`src/rtl/rst_polynomial_controller_macros.svh`:
```
// assertion helpers shared by the rtl files
`ifndef RST_POLYNOMIAL_CONTROLLER_MACROS_SVH
`define RST_POLYNOMIAL_CONTROLLER_MACROS_SVH
`ifndef SYNTHESIS
`define RPC_ASSERT_CLK(label, clk, prop) \
  label: assert property (@(posedge clk) prop) else $error("rpc assertion failed");
`define RPC_ASSERT(label, clk, rst_n, prop) \
  label: assert property (@(posedge clk) disable iff (!rst_n) prop) \
    else $error("rpc assertion failed");
`else
`define RPC_ASSERT_CLK(label, clk, prop)
`define RPC_ASSERT(label, clk, rst_n, prop)
`endif
`endif

```
`src/rtl/rpc_pkg.sv`:
```
`default_nettype none

package rpc_pkg;

  localparam int MEAS_W     = 16;
  localparam int CMD_W      = 32;
  localparam int CMD_FRAC_W = 16;
  localparam int ACC_W      = 64;
  localparam int OFS_W      = 48;
  localparam int OPND_W     = MEAS_W + CMD_FRAC_W + 1;
  localparam int CFG_W      = 32;
  localparam int CFG_IDX_W  = 2;
  localparam int TERM_W     = 5;
  localparam int TAB_LEN    = 9;

  localparam int DEC_SCALE  = 10000000;
  localparam int DEC_HALF   = DEC_SCALE / 2;

  // ceil(2^80 / DEC_SCALE), exact floor quotient for numerators below 2^56
  localparam int           RECIP_SHIFT = 80;
  localparam logic [127:0] DEC_RECIP   = ((128'd1 << RECIP_SHIFT) + 128'(DEC_SCALE) - 128'd1)
                                         / 128'(DEC_SCALE);

  // coefficients in units of 1e-7
  localparam int R_DEC [TAB_LEN] = '{-1026000, 3352000, -3854000, 1767000, -238000,
                                     0, 0, 0, 0};
  localparam int S_DEC [TAB_LEN] = '{10000000, -30838000, 33476000, -14389000, 1751000,
                                     0, 0, 0, 0};
  localparam int T_DEC [TAB_LEN] = '{8712, -15249, 8767, -1493, 0, 0, 0, 0, 0};

  localparam logic signed [ACC_W-1:0] ACC_MAX = {1'b0, {(ACC_W-1){1'b1}}};
  localparam logic signed [ACC_W-1:0] ACC_MIN = {1'b1, {(ACC_W-1){1'b0}}};
  localparam logic signed [CMD_W-1:0] CMD_MAX = {1'b0, {(CMD_W-1){1'b1}}};
  localparam logic signed [CMD_W-1:0] CMD_MIN = {1'b1, {(CMD_W-1){1'b0}}};
  localparam logic signed [OFS_W-1:0] OFS_MAX = {1'b0, {(OFS_W-1){1'b1}}};
  localparam logic signed [OFS_W-1:0] OFS_MIN = {1'b1, {(OFS_W-1){1'b0}}};

  typedef enum logic [CFG_IDX_W-1:0] {
    CFG_INIT_MEASURE  = 2'd0,
    CFG_INIT_COMMAND  = 2'd1,
    CFG_INIT_SETPOINT = 2'd2
  } cfg_idx_e;

  typedef enum logic [1:0] {
    COEF_R,
    COEF_S,
    COEF_T
  } coef_kind_e;

  typedef enum logic [1:0] {
    ST_IDLE,
    ST_MAC,
    ST_DRAIN,
    ST_FINISH
  } state_e;

  typedef struct packed {
    logic              load;
    logic              load_reinit;
    logic              mul_en;
    logic              acc_en;
    logic              commit_sample;
    logic              commit_reinit;
    logic [TERM_W-1:0] term_idx;
  } dp_ctrl_t;

  typedef struct packed {
    logic out_full;
  } dp_stat_t;

  // round to nearest, ties away from zero
  // magnitudes stay below 2^25 and frac at most 30, so the numerator is below 2^56
  function automatic longint quantize(input int d, input int frac);
    longint unsigned mag;
    logic [127:0]    num;
    logic [127:0]    prod;
    longint unsigned q;
    mag  = (d < 0) ? longint'(-longint'(d)) : longint'(d);
    num  = {64'd0, mag} << frac;
    num  = num + 128'(DEC_HALF);
    prod = num * DEC_RECIP;
    q    = prod[RECIP_SHIFT +: 64];
    return (d < 0) ? -longint'(q) : longint'(q);
  endfunction

  function automatic int dec_of(input coef_kind_e kind, input int j);
    int v;
    unique case (kind)
      COEF_R:  v = R_DEC[j];
      COEF_S:  v = S_DEC[j];
      default: v = T_DEC[j];
    endcase
    return v;
  endfunction

  function automatic longint coef_sum(input coef_kind_e kind, input int deg, input int frac);
    longint s;
    s = 0;
    for (int j = 0; j <= deg; j++) begin
      s += quantize(dec_of(kind, j), frac);
    end
    return s;
  endfunction

  // term order: reference taps, measurement taps, command taps, current
  // measurement, current setpoint, then the two offset terms of a reinit
  function automatic longint term_coef(input int k, input int t_deg, input int r_deg,
                                       input int s_deg, input int frac);
    longint c;
    if (k < t_deg) begin
      c = quantize(T_DEC[k + 1], frac);
    end else if (k < t_deg + r_deg) begin
      c = -quantize(R_DEC[k - t_deg + 1], frac);
    end else if (k < t_deg + r_deg + s_deg) begin
      c = -quantize(S_DEC[k - t_deg - r_deg + 1], frac);
    end else if (k == t_deg + r_deg + s_deg) begin
      c = -quantize(R_DEC[0], frac);
    end else if (k == t_deg + r_deg + s_deg + 1) begin
      c = quantize(T_DEC[0], frac);
    end else if (k == t_deg + r_deg + s_deg + 2) begin
      c = coef_sum(COEF_R, r_deg, frac) - coef_sum(COEF_T, t_deg, frac);
    end else begin
      c = coef_sum(COEF_S, s_deg, frac);
    end
    return c;
  endfunction

  function automatic logic signed [ACC_W-1:0] sat_add(input logic signed [ACC_W-1:0] a,
                                                      input logic signed [ACC_W-1:0] b);
    logic signed [ACC_W:0] s;
    s = {a[ACC_W-1], a} + {b[ACC_W-1], b};
    if (s[ACC_W] != s[ACC_W-1]) begin
      return s[ACC_W] ? ACC_MIN : ACC_MAX;
    end
    return s[ACC_W-1:0];
  endfunction

endpackage

`default_nettype wire

```
`src/rtl/rpc_if.sv`:
```
`default_nettype none

interface rpc_in_if import rpc_pkg::*; ();
  logic              valid;
  logic              ready;
  logic              cmd;
  logic [MEAS_W-1:0] setpoint;
  logic [MEAS_W-1:0] measure;

  modport source (output valid, output cmd, output setpoint, output measure, input ready);
  modport sink   (input valid, input cmd, input setpoint, input measure, output ready);
endinterface

interface rpc_out_if import rpc_pkg::*; ();
  logic                    valid;
  logic                    ready;
  logic signed [CMD_W-1:0] command;

  modport source (output valid, output command, input ready);
  modport sink   (input valid, input command, output ready);
endinterface

`default_nettype wire

```
`src/rtl/rpc_ctrl.sv`:
```
`default_nettype none
`include "rst_polynomial_controller_macros.svh"

module rpc_ctrl import rpc_pkg::*; #(
  parameter int R_DEGREE = 4,
  parameter int S_DEGREE = 4,
  parameter int T_DEGREE = 3
) (
  input  logic     clk_i,
  input  logic     rst_ni,
  input  logic     in_valid_i,
  input  logic     in_cmd_i,
  output logic     in_ready_o,
  output dp_ctrl_t dp_ctrl_o,
  input  dp_stat_t dp_stat_i
);

  localparam int NUM_TERMS   = T_DEGREE + R_DEGREE + S_DEGREE + 2;
  localparam int NUM_ENTRIES = NUM_TERMS + 2;
  localparam int IDX_W       = $clog2(NUM_ENTRIES);

  localparam logic [IDX_W-1:0] LAST_SAMPLE = IDX_W'(NUM_TERMS - 1);
  localparam logic [IDX_W-1:0] FIRST_INIT  = IDX_W'(NUM_TERMS);
  localparam logic [IDX_W-1:0] LAST_INIT   = IDX_W'(NUM_TERMS + 1);

  state_e           state_q, state_d;
  logic [IDX_W-1:0] cnt_q, cnt_d;
  logic             mode_q, mode_d;
  logic             prod_vld_q, prod_vld_d;
  logic [IDX_W-1:0] last_idx;

  always_ff @(posedge clk_i or negedge rst_ni) begin
    if (!rst_ni) begin
      state_q    <= ST_IDLE;
      cnt_q      <= '0;
      mode_q     <= 1'b0;
      prod_vld_q <= 1'b0;
    end else begin
      state_q    <= state_d;
      cnt_q      <= cnt_d;
      mode_q     <= mode_d;
      prod_vld_q <= prod_vld_d;
    end
  end

  assign last_idx = mode_q ? LAST_INIT : LAST_SAMPLE;

  always_comb begin
    state_d    = state_q;
    cnt_d      = cnt_q;
    mode_d     = mode_q;
    prod_vld_d = (state_q == ST_MAC);
    in_ready_o = (state_q == ST_IDLE);

    dp_ctrl_o               = '0;
    dp_ctrl_o.term_idx      = TERM_W'(cnt_q);
    // product of the previous cycle goes into the accumulator
    dp_ctrl_o.acc_en        = prod_vld_q;

    unique case (state_q)
      ST_IDLE: begin
        if (in_valid_i) begin
          dp_ctrl_o.load        = 1'b1;
          dp_ctrl_o.load_reinit = in_cmd_i;
          mode_d                = in_cmd_i;
          cnt_d                 = in_cmd_i ? FIRST_INIT : '0;
          state_d               = ST_MAC;
        end
      end
      ST_MAC: begin
        dp_ctrl_o.mul_en = 1'b1;
        if (cnt_q == last_idx) begin
          state_d = ST_DRAIN;
        end else begin
          cnt_d = cnt_q + IDX_W'(1);
        end
      end
      ST_DRAIN: begin
        state_d = ST_FINISH;
      end
      ST_FINISH: begin
        if (mode_q) begin
          dp_ctrl_o.commit_reinit = 1'b1;
          state_d                 = ST_IDLE;
        end else if (!dp_stat_i.out_full) begin
          dp_ctrl_o.commit_sample = 1'b1;
          state_d                 = ST_IDLE;
        end
      end
    endcase
  end

  `RPC_ASSERT(a_accept_starts_mac, clk_i, rst_ni, (in_valid_i && in_ready_o) |=> (state_q == ST_MAC))
  `RPC_ASSERT(a_reinit_terms, clk_i, rst_ni, (state_q == ST_MAC && mode_q) |-> (cnt_q == FIRST_INIT || cnt_q == LAST_INIT))
  `RPC_ASSERT(a_sample_terms, clk_i, rst_ni, (state_q == ST_MAC && !mode_q) |-> (cnt_q <= LAST_SAMPLE))
  `RPC_ASSERT(a_drain_accumulates, clk_i, rst_ni, (state_q == ST_DRAIN) |-> dp_ctrl_o.acc_en)

endmodule

`default_nettype wire

```
`src/rtl/rpc_datapath.sv`:
```
`default_nettype none
`include "rst_polynomial_controller_macros.svh"

module rpc_datapath import rpc_pkg::*; #(
  parameter int R_DEGREE       = 4,
  parameter int S_DEGREE       = 4,
  parameter int T_DEGREE       = 3,
  parameter int COEF_FRAC_BITS = 28
) (
  input  logic                    clk_i,
  input  logic                    rst_ni,
  input  logic                    cfg_we_i,
  input  logic [CFG_IDX_W-1:0]    cfg_idx_i,
  input  logic [CFG_W-1:0]        cfg_data_i,
  input  logic [MEAS_W-1:0]       setpoint_i,
  input  logic [MEAS_W-1:0]       measure_i,
  input  dp_ctrl_t                ctrl_i,
  output dp_stat_t                stat_o,
  input  logic                    out_ready_i,
  output logic                    out_valid_o,
  output logic signed [CMD_W-1:0] command_o
);

  localparam int COEF_W      = COEF_FRAC_BITS + 3;
  localparam int NUM_TERMS   = T_DEGREE + R_DEGREE + S_DEGREE + 2;
  localparam int NUM_ENTRIES = NUM_TERMS + 2;
  localparam int IDX_W       = $clog2(NUM_ENTRIES);
  localparam int PROD_W      = COEF_W + OPND_W;
  localparam int EXT_W       = (PROD_W > ACC_W) ? PROD_W : ACC_W;

  localparam logic signed [ACC_W-1:0] RND_HALF = ACC_W'(64'd1 << (COEF_FRAC_BITS - 1));

  logic        [MEAS_W-1:0] init_measure_q;
  logic signed [CMD_W-1:0]  init_command_q;
  logic        [MEAS_W-1:0] init_setpoint_q;

  logic        [MEAS_W-1:0] meas_hist_q [R_DEGREE];
  logic signed [CMD_W-1:0]  cmd_hist_q  [S_DEGREE];
  logic        [MEAS_W-1:0] ref_hist_q  [T_DEGREE];
  logic signed [OFS_W-1:0]  dc_offset_q;

  logic        [MEAS_W-1:0] sp_q;
  logic        [MEAS_W-1:0] ms_q;
  logic signed [ACC_W-1:0]  prod_q;
  logic signed [ACC_W-1:0]  acc_q;
  logic                     out_valid_q;
  logic signed [CMD_W-1:0]  out_data_q;

  logic signed [COEF_W-1:0] coef_tab [NUM_ENTRIES];
  logic signed [OPND_W-1:0] opnd_tab [NUM_ENTRIES];
  logic        [IDX_W-1:0]  term_sel;
  logic signed [COEF_W-1:0] coef_sel;
  logic signed [OPND_W-1:0] opnd_sel;
  logic signed [PROD_W-1:0] prod_full;
  logic signed [EXT_W-1:0]  prod_ext;
  logic                     prod_ovf;
  logic signed [ACC_W-1:0]  prod_sat;

  logic signed [ACC_W-1:0]  acc_rnd;
  logic signed [ACC_W-1:0]  acc_shr;
  logic                     cmd_ovf;
  logic signed [CMD_W-1:0]  cmd_res;
  logic                     ofs_ovf;
  logic signed [OFS_W-1:0]  ofs_res;

  // init registers
  always_ff @(posedge clk_i or negedge rst_ni) begin
    if (!rst_ni) begin
      init_measure_q  <= '0;
      init_command_q  <= '0;
      init_setpoint_q <= '0;
    end else if (cfg_we_i) begin
      unique case (cfg_idx_e'(cfg_idx_i))
        CFG_INIT_MEASURE:  init_measure_q  <= cfg_data_i[MEAS_W-1:0];
        CFG_INIT_COMMAND:  init_command_q  <= signed'(cfg_data_i[CMD_W-1:0]);
        CFG_INIT_SETPOINT: init_setpoint_q <= cfg_data_i[MEAS_W-1:0];
        default: ;
      endcase
    end
  end

  // per-term coefficient and operand, coefficients fold to constants
  for (genvar k = 0; k < NUM_ENTRIES; k++) begin : g_term
    localparam longint CoefVal = term_coef(k, T_DEGREE, R_DEGREE, S_DEGREE, COEF_FRAC_BITS);
    assign coef_tab[k] = COEF_W'(CoefVal);
    if (k < T_DEGREE) begin : g_ref
      assign opnd_tab[k] = {1'b0, ref_hist_q[k], {CMD_FRAC_W{1'b0}}};
    end else if (k < T_DEGREE + R_DEGREE) begin : g_meas
      assign opnd_tab[k] = {1'b0, meas_hist_q[k - T_DEGREE], {CMD_FRAC_W{1'b0}}};
    end else if (k < T_DEGREE + R_DEGREE + S_DEGREE) begin : g_cmd
      assign opnd_tab[k] = OPND_W'(cmd_hist_q[k - T_DEGREE - R_DEGREE]);
    end else if (k == NUM_TERMS - 2) begin : g_ms
      assign opnd_tab[k] = {1'b0, ms_q, {CMD_FRAC_W{1'b0}}};
    end else if (k == NUM_TERMS - 1) begin : g_sp
      assign opnd_tab[k] = {1'b0, sp_q, {CMD_FRAC_W{1'b0}}};
    end else if (k == NUM_TERMS) begin : g_init_ms
      assign opnd_tab[k] = {1'b0, init_measure_q, {CMD_FRAC_W{1'b0}}};
    end else begin : g_init_cmd
      assign opnd_tab[k] = OPND_W'(init_command_q);
    end
  end

  assign term_sel  = ctrl_i.term_idx[IDX_W-1:0];
  assign coef_sel  = coef_tab[term_sel];
  assign opnd_sel  = opnd_tab[term_sel];
  assign prod_full = PROD_W'(coef_sel) * PROD_W'(opnd_sel);
  assign prod_ext  = EXT_W'(prod_full);
  assign prod_ovf  = !((&prod_ext[EXT_W-1:ACC_W-1]) || !(|prod_ext[EXT_W-1:ACC_W-1]));
  assign prod_sat  = prod_ovf ? (prod_ext[EXT_W-1] ? ACC_MIN : ACC_MAX)
                              : prod_ext[ACC_W-1:0];

  // round half up, floor shift, clamp to the command range
  assign acc_rnd = sat_add(acc_q, RND_HALF);
  assign acc_shr = acc_rnd >>> COEF_FRAC_BITS;
  assign cmd_ovf = !((&acc_shr[ACC_W-1:CMD_W-1]) || !(|acc_shr[ACC_W-1:CMD_W-1]));
  assign cmd_res = cmd_ovf ? (acc_shr[ACC_W-1] ? CMD_MIN : CMD_MAX) : acc_shr[CMD_W-1:0];

  assign ofs_ovf = !((&acc_q[ACC_W-1:OFS_W-1]) || !(|acc_q[ACC_W-1:OFS_W-1]));
  assign ofs_res = ofs_ovf ? (acc_q[ACC_W-1] ? OFS_MIN : OFS_MAX) : acc_q[OFS_W-1:0];

  always_ff @(posedge clk_i) begin
    if (ctrl_i.load) begin
      sp_q  <= setpoint_i;
      ms_q  <= measure_i;
      acc_q <= ctrl_i.load_reinit ? '0 : ACC_W'(dc_offset_q);
    end else if (ctrl_i.acc_en) begin
      acc_q <= sat_add(acc_q, prod_q);
    end
    if (ctrl_i.mul_en) begin
      prod_q <= prod_sat;
    end
    if (ctrl_i.commit_sample) begin
      out_data_q <= cmd_res;
    end
  end

  // delay lines and offset
  always_ff @(posedge clk_i or negedge rst_ni) begin
    if (!rst_ni) begin
      for (int i = 0; i < R_DEGREE; i++) meas_hist_q[i] <= '0;
      for (int i = 0; i < S_DEGREE; i++) cmd_hist_q[i] <= '0;
      for (int i = 0; i < T_DEGREE; i++) ref_hist_q[i] <= '0;
      dc_offset_q <= '0;
    end else if (ctrl_i.commit_reinit) begin
      for (int i = 0; i < R_DEGREE; i++) meas_hist_q[i] <= init_measure_q;
      for (int i = 0; i < S_DEGREE; i++) cmd_hist_q[i] <= init_command_q;
      for (int i = 0; i < T_DEGREE; i++) ref_hist_q[i] <= init_setpoint_q;
      dc_offset_q <= ofs_res;
    end else if (ctrl_i.commit_sample) begin
      meas_hist_q[0] <= ms_q;
      cmd_hist_q[0]  <= cmd_res;
      ref_hist_q[0]  <= sp_q;
      for (int i = 1; i < R_DEGREE; i++) meas_hist_q[i] <= meas_hist_q[i-1];
      for (int i = 1; i < S_DEGREE; i++) cmd_hist_q[i] <= cmd_hist_q[i-1];
      for (int i = 1; i < T_DEGREE; i++) ref_hist_q[i] <= ref_hist_q[i-1];
    end
  end

  always_ff @(posedge clk_i or negedge rst_ni) begin
    if (!rst_ni) begin
      out_valid_q <= 1'b0;
    end else if (ctrl_i.commit_sample) begin
      out_valid_q <= 1'b1;
    end else if (out_ready_i) begin
      out_valid_q <= 1'b0;
    end
  end

  assign stat_o.out_full = out_valid_q && !out_ready_i;
  assign out_valid_o     = out_valid_q;
  assign command_o       = out_data_q;

  `RPC_ASSERT(a_out_from_commit, clk_i, rst_ni, $rose(out_valid_q) |-> $past(ctrl_i.commit_sample))
  `RPC_ASSERT(a_no_commit_over_full, clk_i, rst_ni, (out_valid_q && !out_ready_i) |-> !ctrl_i.commit_sample)
  `RPC_ASSERT_CLK(a_reset_clears_out, clk_i, !rst_ni |-> !out_valid_q)

endmodule

`default_nettype wire

```
`src/rtl/rst_polynomial_controller.sv`:
```
// channel   dir  beat fields                         notes
// in_i      in   cmd, setpoint[15:0], measure[15:0]  cmd=1 reinitializes, no result
// out_o     out  command[31:0] (Q16.16, signed)      one beat per sample step
// cfg       in   cfg_we_i, cfg_idx_i, cfg_data_i     write only, idx 0..2
//
// a sample step goes from accept to result through load, one multiply-accumulate
// per tap (T+R+S+2 taps, 13 by default) through a single 31x33 multiplier,
// drain and finish. a reinitialize beat runs only the two offset terms.
// one beat is worked on at a time; in_i.ready is high only while idle.
// a finished result waits in the output register; the next beat is accepted
// meanwhile and its result stalls in the finish cycle until out_o is taken.
// reset is asynchronous, active low, and clears histories, offset, init registers and out_o.valid.
`default_nettype none

module rst_polynomial_controller import rpc_pkg::*; #(
  parameter int R_DEGREE       = 4,
  parameter int S_DEGREE       = 4,
  parameter int T_DEGREE       = 3,
  parameter int COEF_FRAC_BITS = 28
) (
  input  logic                 clk_i,
  input  logic                 rst_ni,
  input  logic                 cfg_we_i,
  input  logic [CFG_IDX_W-1:0] cfg_idx_i,
  input  logic [CFG_W-1:0]     cfg_data_i,
  rpc_in_if.sink               in_i,
  rpc_out_if.source            out_o
);

  dp_ctrl_t dp_ctrl;
  dp_stat_t dp_stat;

  rpc_ctrl #(
    .R_DEGREE (R_DEGREE),
    .S_DEGREE (S_DEGREE),
    .T_DEGREE (T_DEGREE)
  ) u_ctrl (
    .clk_i      (clk_i),
    .rst_ni     (rst_ni),
    .in_valid_i (in_i.valid),
    .in_cmd_i   (in_i.cmd),
    .in_ready_o (in_i.ready),
    .dp_ctrl_o  (dp_ctrl),
    .dp_stat_i  (dp_stat)
  );

  rpc_datapath #(
    .R_DEGREE       (R_DEGREE),
    .S_DEGREE       (S_DEGREE),
    .T_DEGREE       (T_DEGREE),
    .COEF_FRAC_BITS (COEF_FRAC_BITS)
  ) u_datapath (
    .clk_i       (clk_i),
    .rst_ni      (rst_ni),
    .cfg_we_i    (cfg_we_i),
    .cfg_idx_i   (cfg_idx_i),
    .cfg_data_i  (cfg_data_i),
    .setpoint_i  (in_i.setpoint),
    .measure_i   (in_i.measure),
    .ctrl_i      (dp_ctrl),
    .stat_o      (dp_stat),
    .out_ready_i (out_o.ready),
    .out_valid_o (out_o.valid),
    .command_o   (out_o.command)
  );

endmodule

`default_nettype wire

```
`src/flat_wrapper.sv`:
```
// flat-port wrapper written by rule: the top's interface ports become plain ports
module rst_polynomial_controller_flat import rpc_pkg::*;
#(
  parameter int R_DEGREE       = 4,
  parameter int S_DEGREE       = 4,
  parameter int T_DEGREE       = 3,
  parameter int COEF_FRAC_BITS = 28
)
  (clk_i, rst_ni, cfg_we_i, cfg_idx_i, cfg_data_i, in_i_valid, in_i_cmd, in_i_setpoint, in_i_measure, in_i_ready, out_o_valid, out_o_command, out_o_ready);
  rpc_in_if in_i_i ();
  rpc_out_if out_o_i ();
  input  logic clk_i;
  input  logic rst_ni;
  input  logic cfg_we_i;
  input  logic [CFG_IDX_W-1:0] cfg_idx_i;
  input  logic [CFG_W-1:0] cfg_data_i;
  input wire logic [$bits(in_i_i.valid)-1:0] in_i_valid;
  input wire logic [$bits(in_i_i.cmd)-1:0] in_i_cmd;
  input wire logic [$bits(in_i_i.setpoint)-1:0] in_i_setpoint;
  input wire logic [$bits(in_i_i.measure)-1:0] in_i_measure;
  output wire logic [$bits(in_i_i.ready)-1:0] in_i_ready;
  output wire logic [$bits(out_o_i.valid)-1:0] out_o_valid;
  output wire logic [$bits(out_o_i.command)-1:0] out_o_command;
  input wire logic [$bits(out_o_i.ready)-1:0] out_o_ready;
  assign in_i_i.valid = in_i_valid;
  assign in_i_i.cmd = in_i_cmd;
  assign in_i_i.setpoint = in_i_setpoint;
  assign in_i_i.measure = in_i_measure;
  assign in_i_ready = in_i_i.ready;
  assign out_o_valid = out_o_i.valid;
  assign out_o_command = out_o_i.command;
  assign out_o_i.ready = out_o_ready;
  rst_polynomial_controller #(.R_DEGREE(R_DEGREE), .S_DEGREE(S_DEGREE), .T_DEGREE(T_DEGREE), .COEF_FRAC_BITS(COEF_FRAC_BITS)) u_core (.clk_i(clk_i), .rst_ni(rst_ni), .cfg_we_i(cfg_we_i), .cfg_idx_i(cfg_idx_i), .cfg_data_i(cfg_data_i), .in_i(in_i_i), .out_o(out_o_i));
endmodule
```
`config.mk`:
```
export PLATFORM = sky130hd
export DESIGN_NAME = rst_polynomial_controller_flat
export DESIGN_NICKNAME = d
export VERILOG_FILES = /design/src/rtl/rpc_pkg.sv /design/src/rtl/rpc_if.sv /design/src/rtl/rpc_ctrl.sv /design/src/rtl/rpc_datapath.sv /design/src/rtl/rst_polynomial_controller.sv /design/src/flat_wrapper.sv
export VERILOG_INCLUDE_DIRS = /design/src /design/src/rtl
export SDC_FILE = /design/constraint.sdc
export NUM_CORES = 2
export LEC_CHECK = 0
export BUFFER_PORTS_ARGS = -buffer_cell sky130_fd_sc_hd__buf_2
export CORE_MARGIN = 2
export CORE_UTILIZATION = 40
export CTS_BUF_LIST = sky130_fd_sc_hd__clkbuf_4
export CTS_CLUSTER_SIZE = 10
export DETAILED_ROUTE_END_ITERATION = 6
export GPL_TIMING_DRIVEN = 0
export PLACE_DENSITY = 0.56
export SETUP_SLACK_MARGIN = 0.02
export SYNTH_ARGS = -nofsm -noshare
export SYNTH_HDL_FRONTEND = slang
export SYNTH_SLANG_ARGS = --single-unit
```
`constraint.sdc`:
```
create_clock -name clk_i -period 18.5 [get_ports clk_i]
set_input_delay 1.85 -clock clk_i [delete_from_list [all_inputs] [get_ports clk_i]]
set_output_delay 1.85 -clock clk_i [all_outputs]
set_load 0.005 [all_outputs]
```
==> results.yml <==
synthesis:
  synth_top_area_share: 0.3330
  synth_top_area_cell: "fa_1"
  async_flop_share: 0.6528
  synth-xor-area-share: 0.02178
  synth.distinct_cells: 88
  synth.most_common_cell: "nand2_1"
  synth_edf_count: 192
  yosys.area_share.simple: 0.1392
  synth_top_family_by_area: "adder cells"
  synth_compound_area_frac: 0.1047
  ys.flop_type: "dfrtp_1"
  yosys_warnings: 0
  synth_seq_cells: 553
  synth_area_per_cell_sq_um: 9.304
  synth.top_cells.by_count: "nand2_1 (1181), inv_1 (1115), fa_1 (1077)"
  syn_inst: 6959
  synth.mux.area_fraction: 0.03339
  synthAdderAreaFrac: 0.3848
  yosysSeqAreaShare: 0.2286
  ys_top_cells_by_area: "fa_1 (33%), dfrtp_1 (14%), edfxtp_1 (8.9%), nand2_1 (6.8%), inv_1 (6.5%)"
  syn_area_sq_um: 64750
placement:
  dp_hpwl_um: 215700
  portBuffers: 105
  gp_congestion: 1.058
clock_network:
  cts.clk_slew.worst_paths_ns: 0.08
  clock_sinks: 553
  hold_buffers: 0
  post_cts_resized: 0
  cts_setup_buffers: 0
  cts_tree: "built"
  cts_buffers: 134
  cts_root_buf: "clkbuf_4"
  cts_max_level: 4
  clkLatencyLatePin_ns: 1.02
  clockBufferDepth: 3
sta:
  fin_skew_ns: 0.08717
  holdWs_ns: 0.5114
  worst_pin_slew_ns: 1.564
  maxSlewViolCount: 37
  setup-tns-final_ns: 0
  max_freq_mhz: 69.03
  rsz0062_at_grt: "false"
  slew_headroom: -0.04259
  fin_crit_ns: 14.49
  final-setup-viol-count: 0
  hold_viol: 0
  period_share: 0.7830
detailed_routing:
  route.detailed.drc: 1
  vias: 53990
  via_per_inst: 5.677
  ant_nets: 0
  drtPass1Iterations: 7
  wl_um: 265500
  first_iter_violations: 5858
  wire_per_inst_um: 27.92
min_path:
  hold_end: "u_core.u_datapath.init_setpoint_q[9]"
  min-delay-path-class: "flop to flop"
  min_from: "u_core.u_datapath.init_setpoint_q[9]"
  whs_path_depth: 1
global_route:
  grt_antenna_before_repair: 24
  grt_pass1_wl_um: 382000
  grt-ovfl-total: 0
  grt_max_degree: 112
  track_usage: 0.3245
  grt_pass1_vias: 54190
critical_path:
  worst_r2r_path_depth: 32
  cp.required_ns: 19.11
  reg2reg_from: "u_core.u_ctrl.cnt_q[0]"
  startpoint_type: "flop"
  reg2reg_to: "u_core.u_datapath.prod_q[62]"
  r2r_slack_ns: 4.01
  critPathCaptureType: "flop"
  crit_top_cell: "fa_1"
  crit_arrival_ns: 15.10
  cpMaxStageDelayCell: "clkbuf_1"
  path_class: "flop to flop"
  startpoint: "u_core.u_ctrl.cnt_q[0]"
  cp_slowest_stage_delay_ns: 1.19
  cp_max_fo: 10
floorplanning:
  io_pins: 106
  die-area_sq_um: 165100
  initial_core_util: 0.4032
  die_w_um: 406.3
  die_y_um: 406.3
  rows: 147
  coreArea_sq_um: 160600
final_layout:
  nets: 8655
  multi_input_area_sq_um: 44470
  fill_cells: 15940
  regArea_sq_um: 14800
  drive_gt1_frac: 0.07630
  area_delta_synth_final_pct: 8.622
flow_run:
  cap_viol_max_count: 4
run_status:
  violations: "DRC, capacitance limit, slew limit"
  status: "complete, but fails checks"
cell usage in the layout, fill, tap and decap left out, types with 17 or more instances in the layout:
| master | netlist | routed |
|---|---|---|
| nor2b_1 | 39 | 39 |
| a21oi_1 | 237 | 231 |
| dfrtp_1 | 361 | 361 |
| a31oi_1 | 232 | 231 |
| buf_2 | 22 | 126 |
| mux4_2 | 47 | 47 |
| edfxtp_1 | 192 | 192 |
| buf_1 | 25 | 25 |
| o21bai_1 | 26 | 26 |
| o21a_1 | 26 | 26 |
| o21ai_0 | 160 | 157 |
| inv_1 | 1115 | 1114 |
| mux2_2 | 66 | 66 |
| nand4_1 | 20 | 20 |
| and3_1 | 45 | 45 |
| ha_1 | 268 | 267 |
| a22o_1 | 18 | 18 |
| clkinv_1 | 1 | 20 |
| xor2_1 | 60 | 60 |
| a221o_1 | 19 | 19 |
| fa_1 | 1077 | 1077 |
| xnor2_1 | 101 | 101 |
| clkbuf_4 | 0 | 197 |
| nor2_1 | 715 | 715 |
| and2_1 | 27 | 27 |
| nand2_1 | 1181 | 1181 |
| o211ai_1 | 63 | 63 |
| a22oi_1 | 18 | 17 |
| nand2b_1 | 34 | 33 |
| conb_1 | 2 | 19 |
| a21o_1 | 82 | 82 |
| a211oi_1 | 31 | 31 |
| nand3_1 | 61 | 61 |
| clkbuf_1 | 326 | 324 |
| mux2i_1 | 36 | 36 |
| nor3_1 | 24 | 23 |
cell families (layout without fill, tap and decap cells):
family | Yosys count | count (layout)
xor+xnor | 161 | 161
compound gates | 1047 | 1047
simple gates | 2206 | 2206
buf+inv | 1496 | 1859
fa+ha+maj | 1345 | 1345
other cells | 2 | 30
mux | 149 | 149
flops | 553 | 553
through the flow:
step	utilization	instances	cell area (sq um)	worst slack, ns
3_5_place_dp	0.4264	9259	68470	4.114
6_report	0.4380	9510	70330	4.014
5_1_grt	0.4380	9506	70320	3.944
4_1_cts	0.4376	9496	70270	4.064
2_1_floorplan	-	6976	64810	8.504
3_3_place_gp	0.4237	9241	68040	2.854
metal layers:
layer  part of all wire  track usage  up-vias  wire, um
met4              0.055       0.1529       18     14720
met1               0.41       0.4401    27840    108400
met2               0.43       0.4841     2824    115100
met5            0.00046            0        -       122
li1                   -            -    22750         -
met3               0.10      0.08543      564     27130
area by class of cell:
cell class | instances | share of cell area
clock inverter | 40 | 0.004519
tap | 2160 | 0.03843
multi-input combinational | 4927 | 0.6323
timing repair buffer | 126 | 0.01238
clock buffer | 197 | 0.02103
sequential | 553 | 0.2104
buffer | 379 | 0.02096
inverter | 1117 | 0.05961
antenna | 11 | 0.0003914
flip-flops by register name, summed over array words and instances (netlist names), 2 cells and up:
signal / count
u_core.u_datapath.cmd_hist_q: 128
u_core.u_datapath.acc_q: 64
u_core.u_datapath.meas_hist_q: 64
u_core.u_datapath.prod_q: 64
u_core.u_datapath.dc_offset_q: 48
u_core.u_datapath.opnd_tab: 48
u_core.u_datapath.command_o: 32
u_core.u_datapath.init_command_q: 32
u_core.u_datapath.init_measure_q: 16
u_core.u_datapath.init_setpoint_q: 16
u_core.u_datapath.ms_q: 16
u_core.u_datapath.sp_q: 16
u_core.u_ctrl.cnt_q: 4
u_core.u_ctrl.state_q: 2
how the worst max path moves through the flow:
stage                                   endpoint  slack [ns]  cells past startpoint
detailed placement  u_core.u_datapath.prod_q[63]        4.11                     37
floorplan           u_core.u_datapath.prod_q[62]        8.50                     32
global placement    u_core.u_datapath.prod_q[63]        2.85                     30
CTS                 u_core.u_datapath.prod_q[63]        4.06                     37
global route        u_core.u_datapath.prod_q[62]        3.94                     32
finish              u_core.u_datapath.prod_q[62]        4.01                     32
worst max-delay path: cells and delay by family, from the launching register on:
| family | cells | cell delay, ns |
|---|---|---|
| adder cells (fa/ha/maj) | 10 | 4.84 |
| buffers and inverters | 9 | 3.53 |
| AO/OA/AOI/OAI | 7 | 2.71 |
| AND/OR/NAND/NOR | 5 | 1.42 |
| XOR/XNOR | 1 | 1.00 |
| flip-flops | 1 | 0.59 |
Power is not shown: default switching activity piles up to over one toggle a cycle in this logic, so the estimate is an artifact.
